File: config.mk
export PLATFORM = sky130hd
export DESIGN_NAME = fbs_ctrl
export DESIGN_NICKNAME = d
export VERILOG_FILES = /design/src/hdl/fbs_pkg.sv /design/src/hdl/fbs_ctrl.sv
export SDC_FILE = /design/constraint.sdc
export NUM_CORES = 1
export LEC_CHECK = 0
export BUFFER_PORTS_ARGS = -buffer_cell sky130_fd_sc_hd__buf_2
export CORE_AREA = 2 2 39 41
export CTS_BUF_LIST = sky130_fd_sc_hd__clkbuf_2
export DETAILED_ROUTE_END_ITERATION = 8
export DIE_AREA = 0 0 41 43
export PLACE_DENSITY = 0.88
export SLEW_MARGIN = 20
export SYNTH_ARGS = -nofsm -noshare
export SYNTH_HDL_FRONTEND = slang
export SYNTH_SLANG_ARGS = --single-unit
File: constraint.sdc
create_clock -name clk -period 2.95 [get_ports clk]
set_clock_uncertainty 0.15 [all_clocks]
set_input_delay 0.295 -clock clk [delete_from_list [all_inputs] [get_ports clk]]
set_output_delay 0.295 -clock clk [all_outputs]
set_load 0.1 [all_outputs]
File: src/hdl/fbs_pkg.sv
// shared types and constants for the fennel block selector
`default_nettype none
package fbs_pkg;

  localparam int MAX_BLOCKS = 64;
  localparam int IDX_W      = $clog2(MAX_BLOCKS);
  localparam int BLK_W      = 7;
  localparam int W_W        = 32;
  localparam int NW_W       = 16;
  localparam int A_W        = 48;
  localparam int PF_W       = 49;
  localparam int SC_W       = 51;
  localparam int MW_W       = 34;
  localparam int CFG_IDX_W  = 2;

  localparam logic [BLK_W-1:0] NO_BLOCK = BLK_W'(64);
  localparam logic [BLK_W-1:0] K_MIN    = BLK_W'(2);
  localparam logic [BLK_W-1:0] K_MAX    = BLK_W'(MAX_BLOCKS);

  localparam logic [2:0] OP_BEGIN  = 3'd0;
  localparam logic [2:0] OP_EDGE   = 3'd1;
  localparam logic [2:0] OP_DECIDE = 3'd2;
  localparam logic [2:0] OP_MINW   = 3'd3;
  localparam logic [2:0] OP_PLACE  = 3'd4;

  localparam logic [CFG_IDX_W-1:0] CFG_BLOCK_COUNT     = 2'd0;
  localparam logic [CFG_IDX_W-1:0] CFG_ALPHA_GAMMA     = 2'd1;
  localparam logic [CFG_IDX_W-1:0] CFG_MAX_PART_WEIGHT = 2'd2;

  typedef enum logic [4:0] {
    CMD_NONE,
    CMD_LOAD,
    CMD_BEGIN,
    CMD_DISPATCH,
    CMD_EDGE_RD,
    CMD_EDGE_WR,
    CMD_DEC_INIT,
    CMD_RD_IDX,
    CMD_EV_START,
    CMD_MUL_LO,
    CMD_MUL_HI,
    CMD_EV_PEN,
    CMD_EV_CMP,
    CMD_MIN_CMP,
    CMD_MV_SETUP,
    CMD_FROM_RD,
    CMD_FROM_WR,
    CMD_TO_RD,
    CMD_TO_WR,
    CMD_OUT
  } cmd_t;

  typedef enum logic [4:0] {
    S_IDLE,
    S_DISPATCH,
    S_EDGE_RD,
    S_EDGE_WR,
    S_DEC_INIT,
    S_EV_RD,
    S_EV_START,
    S_EV_WAIT,
    S_EV_MLO,
    S_EV_MHI,
    S_EV_PEN,
    S_EV_CMP,
    S_MIN_RD,
    S_MIN_CMP,
    S_MV_SETUP,
    S_FROM_RD,
    S_FROM_WR,
    S_TO_RD,
    S_TO_WR,
    S_OUT
  } state_t;

  typedef struct packed {
    logic [2:0] op;
    logic       edge_skip;
    logic       scan_last;
    logic       min_last;
    logic       mv_go;
    logic       from_ok;
    logic       sqrt_done;
    logic       out_free;
  } dp_status_t;

endpackage
`default_nettype wire

File: src/hdl/fbs_ctrl.sv
// controller state machine sequencing the datapath per item
`default_nettype none
module fbs_ctrl
  import fbs_pkg::*;
(
  input  wire logic       clk,
  input  wire logic       rst_n,
  input  wire logic       in_valid,
  output logic            in_stall,
  input  wire dp_status_t status,
  output cmd_t            cmd
);

  state_t state_r;
  state_t state_nxt;

  always_ff @(posedge clk) begin
    if (!rst_n) state_r <= S_IDLE;
    else        state_r <= state_nxt;
  end

  always_comb begin
    state_nxt = state_r;
    unique case (state_r)
      S_IDLE:     if (in_valid) state_nxt = S_DISPATCH;
      S_DISPATCH: begin
        unique case (status.op)
          OP_EDGE:   state_nxt = status.edge_skip ? S_IDLE : S_EDGE_RD;
          OP_DECIDE: state_nxt = S_DEC_INIT;
          OP_MINW:   state_nxt = S_MIN_RD;
          OP_PLACE:  state_nxt = S_MV_SETUP;
          default:   state_nxt = S_IDLE;
        endcase
      end
      S_EDGE_RD:  state_nxt = S_EDGE_WR;
      S_EDGE_WR:  state_nxt = S_IDLE;
      S_DEC_INIT: state_nxt = S_EV_RD;
      S_EV_RD:    state_nxt = S_EV_START;
      S_EV_START: state_nxt = S_EV_WAIT;
      S_EV_WAIT:  if (status.sqrt_done) state_nxt = S_EV_MLO;
      S_EV_MLO:   state_nxt = S_EV_MHI;
      S_EV_MHI:   state_nxt = S_EV_PEN;
      S_EV_PEN:   state_nxt = S_EV_CMP;
      S_EV_CMP:   state_nxt = status.scan_last ? S_MV_SETUP : S_EV_RD;
      S_MIN_RD:   state_nxt = S_MIN_CMP;
      S_MIN_CMP:  state_nxt = status.min_last ? S_MV_SETUP : S_MIN_RD;
      S_MV_SETUP: begin
        if (!status.mv_go)       state_nxt = S_OUT;
        else if (status.from_ok) state_nxt = S_FROM_RD;
        else                     state_nxt = S_TO_RD;
      end
      S_FROM_RD:  state_nxt = S_FROM_WR;
      S_FROM_WR:  state_nxt = S_TO_RD;
      S_TO_RD:    state_nxt = S_TO_WR;
      S_TO_WR:    state_nxt = S_OUT;
      S_OUT:      if (status.out_free) state_nxt = S_IDLE;
      default:    state_nxt = S_IDLE;
    endcase
  end

  always_comb begin
    cmd = CMD_NONE;
    unique case (state_r)
      S_IDLE:     if (in_valid) cmd = CMD_LOAD;
      S_DISPATCH: cmd = (status.op == OP_BEGIN) ? CMD_BEGIN : CMD_DISPATCH;
      S_EDGE_RD:  cmd = CMD_EDGE_RD;
      S_EDGE_WR:  cmd = CMD_EDGE_WR;
      S_DEC_INIT: cmd = CMD_DEC_INIT;
      S_EV_RD:    cmd = CMD_RD_IDX;
      S_EV_START: cmd = CMD_EV_START;
      S_EV_MLO:   cmd = CMD_MUL_LO;
      S_EV_MHI:   cmd = CMD_MUL_HI;
      S_EV_PEN:   cmd = CMD_EV_PEN;
      S_EV_CMP:   cmd = CMD_EV_CMP;
      S_MIN_RD:   cmd = CMD_RD_IDX;
      S_MIN_CMP:  cmd = CMD_MIN_CMP;
      S_MV_SETUP: cmd = CMD_MV_SETUP;
      S_FROM_RD:  cmd = CMD_FROM_RD;
      S_FROM_WR:  cmd = CMD_FROM_WR;
      S_TO_RD:    cmd = CMD_TO_RD;
      S_TO_WR:    cmd = CMD_TO_WR;
      S_OUT:      if (status.out_free) cmd = CMD_OUT;
      default:    cmd = CMD_NONE;
    endcase
  end

  assign in_stall = (state_r != S_IDLE);

endmodule
`default_nettype wire
==> results of run 1 <==
-- cell usage in the layout (no fill, tap or decap), types with 2 or more instances in the layout --
cell type,synthesis,routed
nand4b_1,2,2
mux2i_1,2,2
a31oi_1,6,6
buf_2,3,18
nand3_1,2,2
a21boi_0,2,2
o211ai_1,4,4
nand3b_1,5,5
or3b_1,2,2
inv_1,5,5
nand2_1,7,7
a21oi_1,9,9
dfxtp_1,5,5
o21ai_0,4,4
o21a_1,3,3
o311a_1,2,2
a211oi_1,2,2
o22ai_1,2,2
nor3_1,5,4
nor2_1,9,9
clkbuf_2,0,4
-- logic make-up after synthesis --
kind of cell           after synthesis  share of synthesized area, %
multiplexers                         2                         2.947
AO/OA/AOI/OAI                       41                         42.17
AND/OR/NAND/NOR                     38                         30.76
buffers and inverters               15                         9.392
flip-flops                           5                         14.73
-- per-layer routing --
metal  vias to the layer above  track usage [%]  share of wire (%)
met3                         4            6.806                5.2
li1                        411                -                  -
met4                         0            8.667                1.9
met1                       371            30.77                 44
met2                        32            33.44                 49
met5                         -                0                  0
-- where the power goes --
part	total, mW	internal, mW	switching, mW	leakage, nW
clock network	0.0618	0.0358	0.0260	0.0166
registers	0.133	0.0790	0.0540	0.0408
logic	0.432	0.110	0.322	0.238
total	0.627	0.225	0.402	0.296
-- stage by stage --
stage               total power [mW]  hold slack, ps  instance area, um2  std cells
floorplan                     0.4995           262.5               684.4        101
global placement              0.5539           442.9               749.5        125
detailed placement            0.5617           447.6               749.5        125
CTS                           0.6281           201.2               769.5        129
global route                  0.6665           209.7               769.5        129
finish                        0.6267           223.4               769.5        129
-- how the worst max path moves through the flow --
stage | start | to | slack [ps] | cells past startpoint
6_report | state_r[3] | cmd[0] | 360 | 5
5_1_grt | state_r[3] | cmd[0] | 240 | 5
4_1_cts | state_r[3] | cmd[0] | 370 | 5
3_5_place_dp | state_r[3] | cmd[0] | 620 | 5
3_3_place_gp | state_r[3] | cmd[0] | 720 | 5
2_1_floorplan | state_r[0] | cmd[3] | 180 | 4
-- final cells by class --
| cell class | count | area [um2] | area share (%) |
|---|---|---|---|
| Timing Repair Buffer | 18 | 90.09 | 11.71 |
| Multi-Input combinational cell | 81 | 520.5 | 67.64 |
| Tap cell | 16 | 20.02 | 2.602 |
| Inverter | 5 | 18.77 | 2.439 |
| Clock buffer | 4 | 20.02 | 2.602 |
| Sequential cell | 5 | 100.1 | 13.01 |
-- worst max-delay path, delay by kind of cell (launching register included) --
| kind | cells | cell delay [ps] |
|---|---|---|
| buffers and inverters | 1 | 290 |
| multiplexers | 1 | 200 |
| AO/OA/AOI/OAI | 2 | 460 |
| flip-flops | 1 | 770 |
| AND/OR/NAND/NOR | 1 | 220 |
==> run_results.csv, run 1 <==
group,metric,value,unit
status,status,"completed",
clock_tree,postCtsSetupBuffers,0,
yosys,syn_area_per_cell,6.727,um2
floorplanning,core,1384,um2
floorplanning,die_area,1763,um2
clock_tree,htree_levels,1,
floorplanning,fp.dieH,43,um
finish,nNetsFinal,127,
floorplanning,rows,14,
global_route,grt.overflow.total,0,
detailed_routing,ant_nets,0,
finish,reg.largest.list,"state_r (5)",
clock_tree,root_buffer,"clkbuf_2",
worst_setup_path,worstReg2RegStart,"state_r[4]",
detailed_routing,wl,1780,um
placement,numPortBuffers,18,
pwr,cellLeakagePower,0.2957,nW
global_route,grt_max_degree,25,
yosys,synth_cell_types,36,
yosys,ys_top_cells_by_count,"9 x a21oi_1, 9 x nor2_1, 7 x nand2_1",
yosys,syn_nets,114,
placement,pre_cts_ws,620.4,ps
sta,fin_crit_sh,87.79,%
placement,dp_hpwl,1302,um
flow_run,maxCapViolCount,0,
finish,num_antenna_cells,0,
sta,tightestPinTransition,699.9,ps
detailed_routing,vias,818,
yosys,ys.flop_type,"dfxtp_1",
worst_setup_path,crit_type,"flip-flop to output port",
clock_tree,cts_resized,0,
worst_setup_path,r2r_cells,4,
detailed_routing,wl_per_cell,13.80,um
detailed_routing,dr.pass1.iters,4,
yosys,seq_area_frac_synth,14.73,%
floorplanning,die_x,41,um
yosys,synth_area,679.4,um2
finish,largest_register,"state_r",
sta,grt_setup_unrepaired,"no",
clock_tree,cts_num_sinks,5,
sta,setup_ws,360.1,ps
worst_hold_path,worstHoldPathCells,2,
clock_tree,clk_pin_slew,50,ps
worst_setup_path,path_max_fanout,24,
pwr,powerDensity,814.4,nW/um2
detailed_routing,drc_errors,0,
clock_tree,clk_latency,210,ps
sta,fmax,0.3861,GHz
sta,tns,0,ps
sta,report.final.slew_viol_count,0,
clock_tree,cts_buffers,3,
finish,area_growth,13.26,%
yosys,ys_ff_latch,5,
sta,period_needed,2590,ps
detailed_routing,initialDrtViolationCount,22,
worst_setup_path,path_cells,"nor2_1, mux2i_1, o221ai_1, a221o_1, buf_2",
detailed_routing,viasPerCell,6.341,
global_route,grt_pass1_vias,692,
worst_hold_path,hold_path_class,"input pin to flip-flop",
pwr,ir_worst_vdd,404.5,uV
floorplanning,start_util,49.10,%
worst_setup_path,crit_path_end_kind,"output port",
yosys,synthCells,101,
yosys,ys_async_sr_fraction,0,%
finish,final.fill_count,155,
global_route,track_usage,22.97,%
sta,hold_viol_final,0,
floorplanning,pin_count,19,
global_route,antenna_found_initial,0,
sta,max-slew-margin-rel,53.28,%
clock_tree,cts_tree,"yes",
worst_setup_path,worstPathRequired,2510,ps
yosys,netlist.top_cell.by_area,"dfxtp_1",
worst_setup_path,setup.worst_path.start_class,"flip-flop",
finish,largest_reg_flops,5,
placement,place.gp.congestion,0.8859,
yosys,ys_warn_count,0,
worst_setup_path,slowest_stage,"dfxtp_1",
worst_setup_path,reg2reg_slack,920,ps
worst_hold_path,min_from,"rst_n",
worst_hold_path,min_to,"state_r[4]",
worst_setup_path,critPathMaxStageDelay,770,ps
worst_setup_path,arrival,2140,ps
global_route,grt_pass1_wl,2856,um
finish,postLayoutCoreUtil,55.61,%
yosys,synth.area.top_cells,"dfxtp_1 15%, a21oi_1 6.6%, a31oi_1 5.5%",
clock_tree,postCtsHoldBufs,0,
worst_setup_path,timing.rr.end,"state_r[3]",
finish,drive_above_1_share,21.24,%
yosys,synth_edf_count,0,
sta,finalSetupViolCount,0,
yosys,synth_top_area_share,14.73,%
clock_tree,clock_path_buffers,2,
Note: power is estimated with default switching activity, not from simulation.
==> run 2: changes to the inputs <==
--- a/config.mk
+++ b/config.mk
@@ -5,6 +5,7 @@
 export SDC_FILE = /design/constraint.sdc
 export NUM_CORES = 1
 export LEC_CHECK = 0
+export ABC_AREA = 1
 export BUFFER_PORTS_ARGS = -buffer_cell sky130_fd_sc_hd__buf_2
 export CORE_AREA = 2 2 39 41
 export CTS_BUF_LIST = sky130_fd_sc_hd__clkbuf_2
==> constraint.sdc (replaced) <==
create_clock -name clk -period 2.95 [get_ports clk]
set_clock_uncertainty 0.15 [all_clocks]
set_input_delay 0.295 -clock clk [delete_from_list [all_inputs] [get_ports clk]]
set_output_delay 0.295 -clock clk [all_outputs]
set_load 0.01 [all_outputs]
==> run 2 against run 1 <==
  * Sequential power shrank 17%
  * Critical endpoint unchanged
  * Synthesized cell count grew 25%
  * Register-to-register slack gained 380 ps
  * Sequential share of layout area shrank 0.55 points
==> run_results.csv, run 2 <==
group,metric,value,unit
status,status,"completed",
placement,pre_cts_ws,1135,ps
sta,fmax,0.4842,GHz
finish,largest_reg_flops,5,
pwr,ir_worst_vdd,279.3,uV
yosys,ys_ff_latch,5,
floorplanning,pin_count,19,
clock_tree,postCtsHoldBufs,0,
yosys,ys_async_sr_fraction,0,%
yosys,syn_nets,139,
sta,max-slew-margin-rel,71.44,%
clock_tree,clk_latency,210,ps
finish,nNetsFinal,161,
worst_setup_path,crit_path_end_kind,"output port",
clock_tree,cts_resized,0,
pwr,powerDensity,664.4,nW/um2
detailed_routing,ant_nets,0,
worst_hold_path,hold_path_class,"input pin to flip-flop",
worst_setup_path,slowest_stage,"dfxtp_1",
global_route,grt.overflow.total,0,
clock_tree,postCtsSetupBuffers,0,
global_route,grt_pass1_vias,776,
worst_setup_path,worstPathRequired,2510,ps
floorplanning,start_util,49.19,%
floorplanning,die_area,1763,um2
finish,reg.largest.list,"state_r (5)",
placement,numPortBuffers,18,
floorplanning,die_x,41,um
worst_hold_path,min_from,"rst_n",
clock_tree,clk_pin_slew,60,ps
detailed_routing,drc_errors,0,
finish,drive_above_1_share,24.49,%
global_route,grt_pass1_wl,3160,um
global_route,track_usage,25.60,%
yosys,synth_top_area_share,17.10,%
floorplanning,fp.dieH,43,um
pwr,power_frac_seq,20.6,%
sta,grt_setup_unrepaired,"no",
yosys,ys.flop_type,"dfxtp_1",
detailed_routing,dr.pass1.iters,4,
detailed_routing,wl_per_cell,12.23,um
worst_setup_path,setup.worst_path.start_class,"flip-flop",
worst_setup_path,worstReg2RegStart,"state_r[4]",
sta,fin_crit_sh,70.01,%
worst_setup_path,cp-startpoint,"state_r[4]",
yosys,synth.area.top_cells,"nand2_1 17%, dfxtp_1 15%, inv_1 12%",
sta,report.final.slew_viol_count,0,
pwr,clkPwrFrac,11.4,%
floorplanning,rows,14,
yosys,ys_warn_count,0,
worst_setup_path,path_buf_inv,1,
global_route,antenna_found_initial,0,
worst_setup_path,path_cells,"nor2_2, nand2_2, o21ai_1, nor2_1, nand4_1, buf_2",
yosys,ys_top_cells_by_count,"31 x nand2_1, 22 x inv_1, 15 x nand3_1",
global_route,grt_max_degree,11,
pwr,p_int,0.2492,mW
floorplanning,core,1384,um2
finish,layout_common_cells,"31 x nand2_1, 22 x inv_1, 18 x buf_2",
finish,num_antenna_cells,0,
placement,place.gp.congestion,0.9187,
placement,dp_cells,159,
yosys,netlist.top_cell.by_area,"nand2_1",
clock_tree,cts_num_sinks,5,
yosys,synthMostInstantiatedCell,"nand2_1",
detailed_routing,wl,1993,um
worst_setup_path,crit_family,"flip-flops",
yosys,synth_edf_count,0,
clock_tree,clock_path_buffers,2,
sta,hold_viol_final,0,
finish,layout.cells.non_filler,163,
sta,tns,0,ps
worst_setup_path,crit_type,"flip-flop to output port",
yosys,syn_area_per_cell,5.402,um2
clock_tree,cts_tree,"yes",
pwr,p_switching,0.2845,mW
detailed_routing,initialDrtViolationCount,41,
detailed_routing,viasPerCell,5.393,
clock_tree,htree_levels,1,
finish,area_growth,18.01,%
worst_setup_path,arrival,1620,ps
sta,tightestPinTransition,427.8,ps
detailed_routing,vias,879,
sta,setup_ws,884.6,ps
placement,dp_hpwl,1635,um
flow_run,maxCapViolCount,0,
worst_setup_path,path_max_fanout,10,
yosys,synthCells,126,
pwr,cellLeakagePower,0.4768,nW
placement,detailed_place.area,783.3,um2
worst_setup_path,critPathMaxStageDelay,580,ps
pwr,p_comb_share,68.0,%
finish,largest_register,"state_r",
sta,finalSetupViolCount,0,
yosys,synth_area,680.7,um2
clock_tree,cts_buffers,3,
yosys,synth_cell_types,18,
sta,period_needed,2065,ps
finish,design_area,803.3,um2
finish,postLayoutCoreUtil,58.05,%
pwr,sw_frac_of_total,53.31,%
finish,final_common_cell,"nand2_1",
clock_tree,root_buffer,"clkbuf_2",
yosys,seq_area_frac_synth,14.71,%
-- run 2: cell types whose count changed in the layout (fill, tap and decap cells not counted), moves of 5 or more --
cell,before,now
a21oi_1,9,4
a31oi_1,6,0
inv_1,5,22
nand2_1,7,31
nand3_1,2,15
nand4_1,1,8
nor2_1,9,14
nor2_2,0,6
-- run 2: logic make-up (layout without fill, tap and decap cells) --
| family | Yosys count | count (layout) | share of synthesized area, % |
|---|---|---|---|
| simple gates | 82 | 82 | 57.90 |
| buf+inv | 24 | 45 | 14.16 |
| compound gates | 15 | 15 | 13.23 |
| flops | 5 | 5 | 14.71 |
-- run 2: cell type report --
class                   instances  area (um2)
fillers                       138       580.6
multi-input cells              97       484.2
inverters                      23       88.84
well taps                      16       20.02
repair buffers                 18       90.09
flip-flops and latches          5       100.1
clock buffers                   4       20.02
-- run 2: power groups by stage --
stage / Combinational [mW] / Sequential (mW) / Clock, mW
final: 0.363 / 0.110 / 0.0610
after global routing: 0.401 / 0.112 / 0.0654
after CTS: 0.360 / 0.110 / 0.0611
after detailed placement: 0.358 / 0.112 / 0
after global placement: 0.365 / 0.110 / 0
after floorplan: 0.255 / 0.107 / 0
-- run 2: worst register-to-register path, delay by kind of cell (launching register included) --
family / cells / cell delay (ps)
flip-flops: 1 / 580
AND/OR/NAND/NOR: 5 / 540
buffers and inverters: 1 / 220
AO/OA/AOI/OAI: 1 / 50
-- run 2: per-stage QoR --
step                      total power [mW]  hold WS [ps]
after floorplan                     0.3623         242.6
after global placement              0.4748         366.4
after detailed placement            0.4700         366.0
after CTS                           0.5312         156.7
after global routing                0.5780         179.2
final                               0.5337         168.9
-- run 2: final timing paths --
| path | depth (start not counted) | slack (ps) | to |
|---|---|---|---|
| worst min register to register | 6 | 630 | state_r[1] |
| worst max register to register | 7 | 1300 | state_r[0] |
| worst max-delay path | 6 | 880 | cmd[0] |
| worst min-delay path | 3 | 170 | state_r[2] |
-- run 2: per-layer routing --
metal / vias to the layer above / track usage [%] / part of all wire [%]
met2: 54 / 42.81 / 48
met4: 0 / 4.000 / 0
met3: 0 / 0 / 9.8
met5: - / 0 / 0
li1: 456 / - / -
met1: 369 / 36.01 / 42
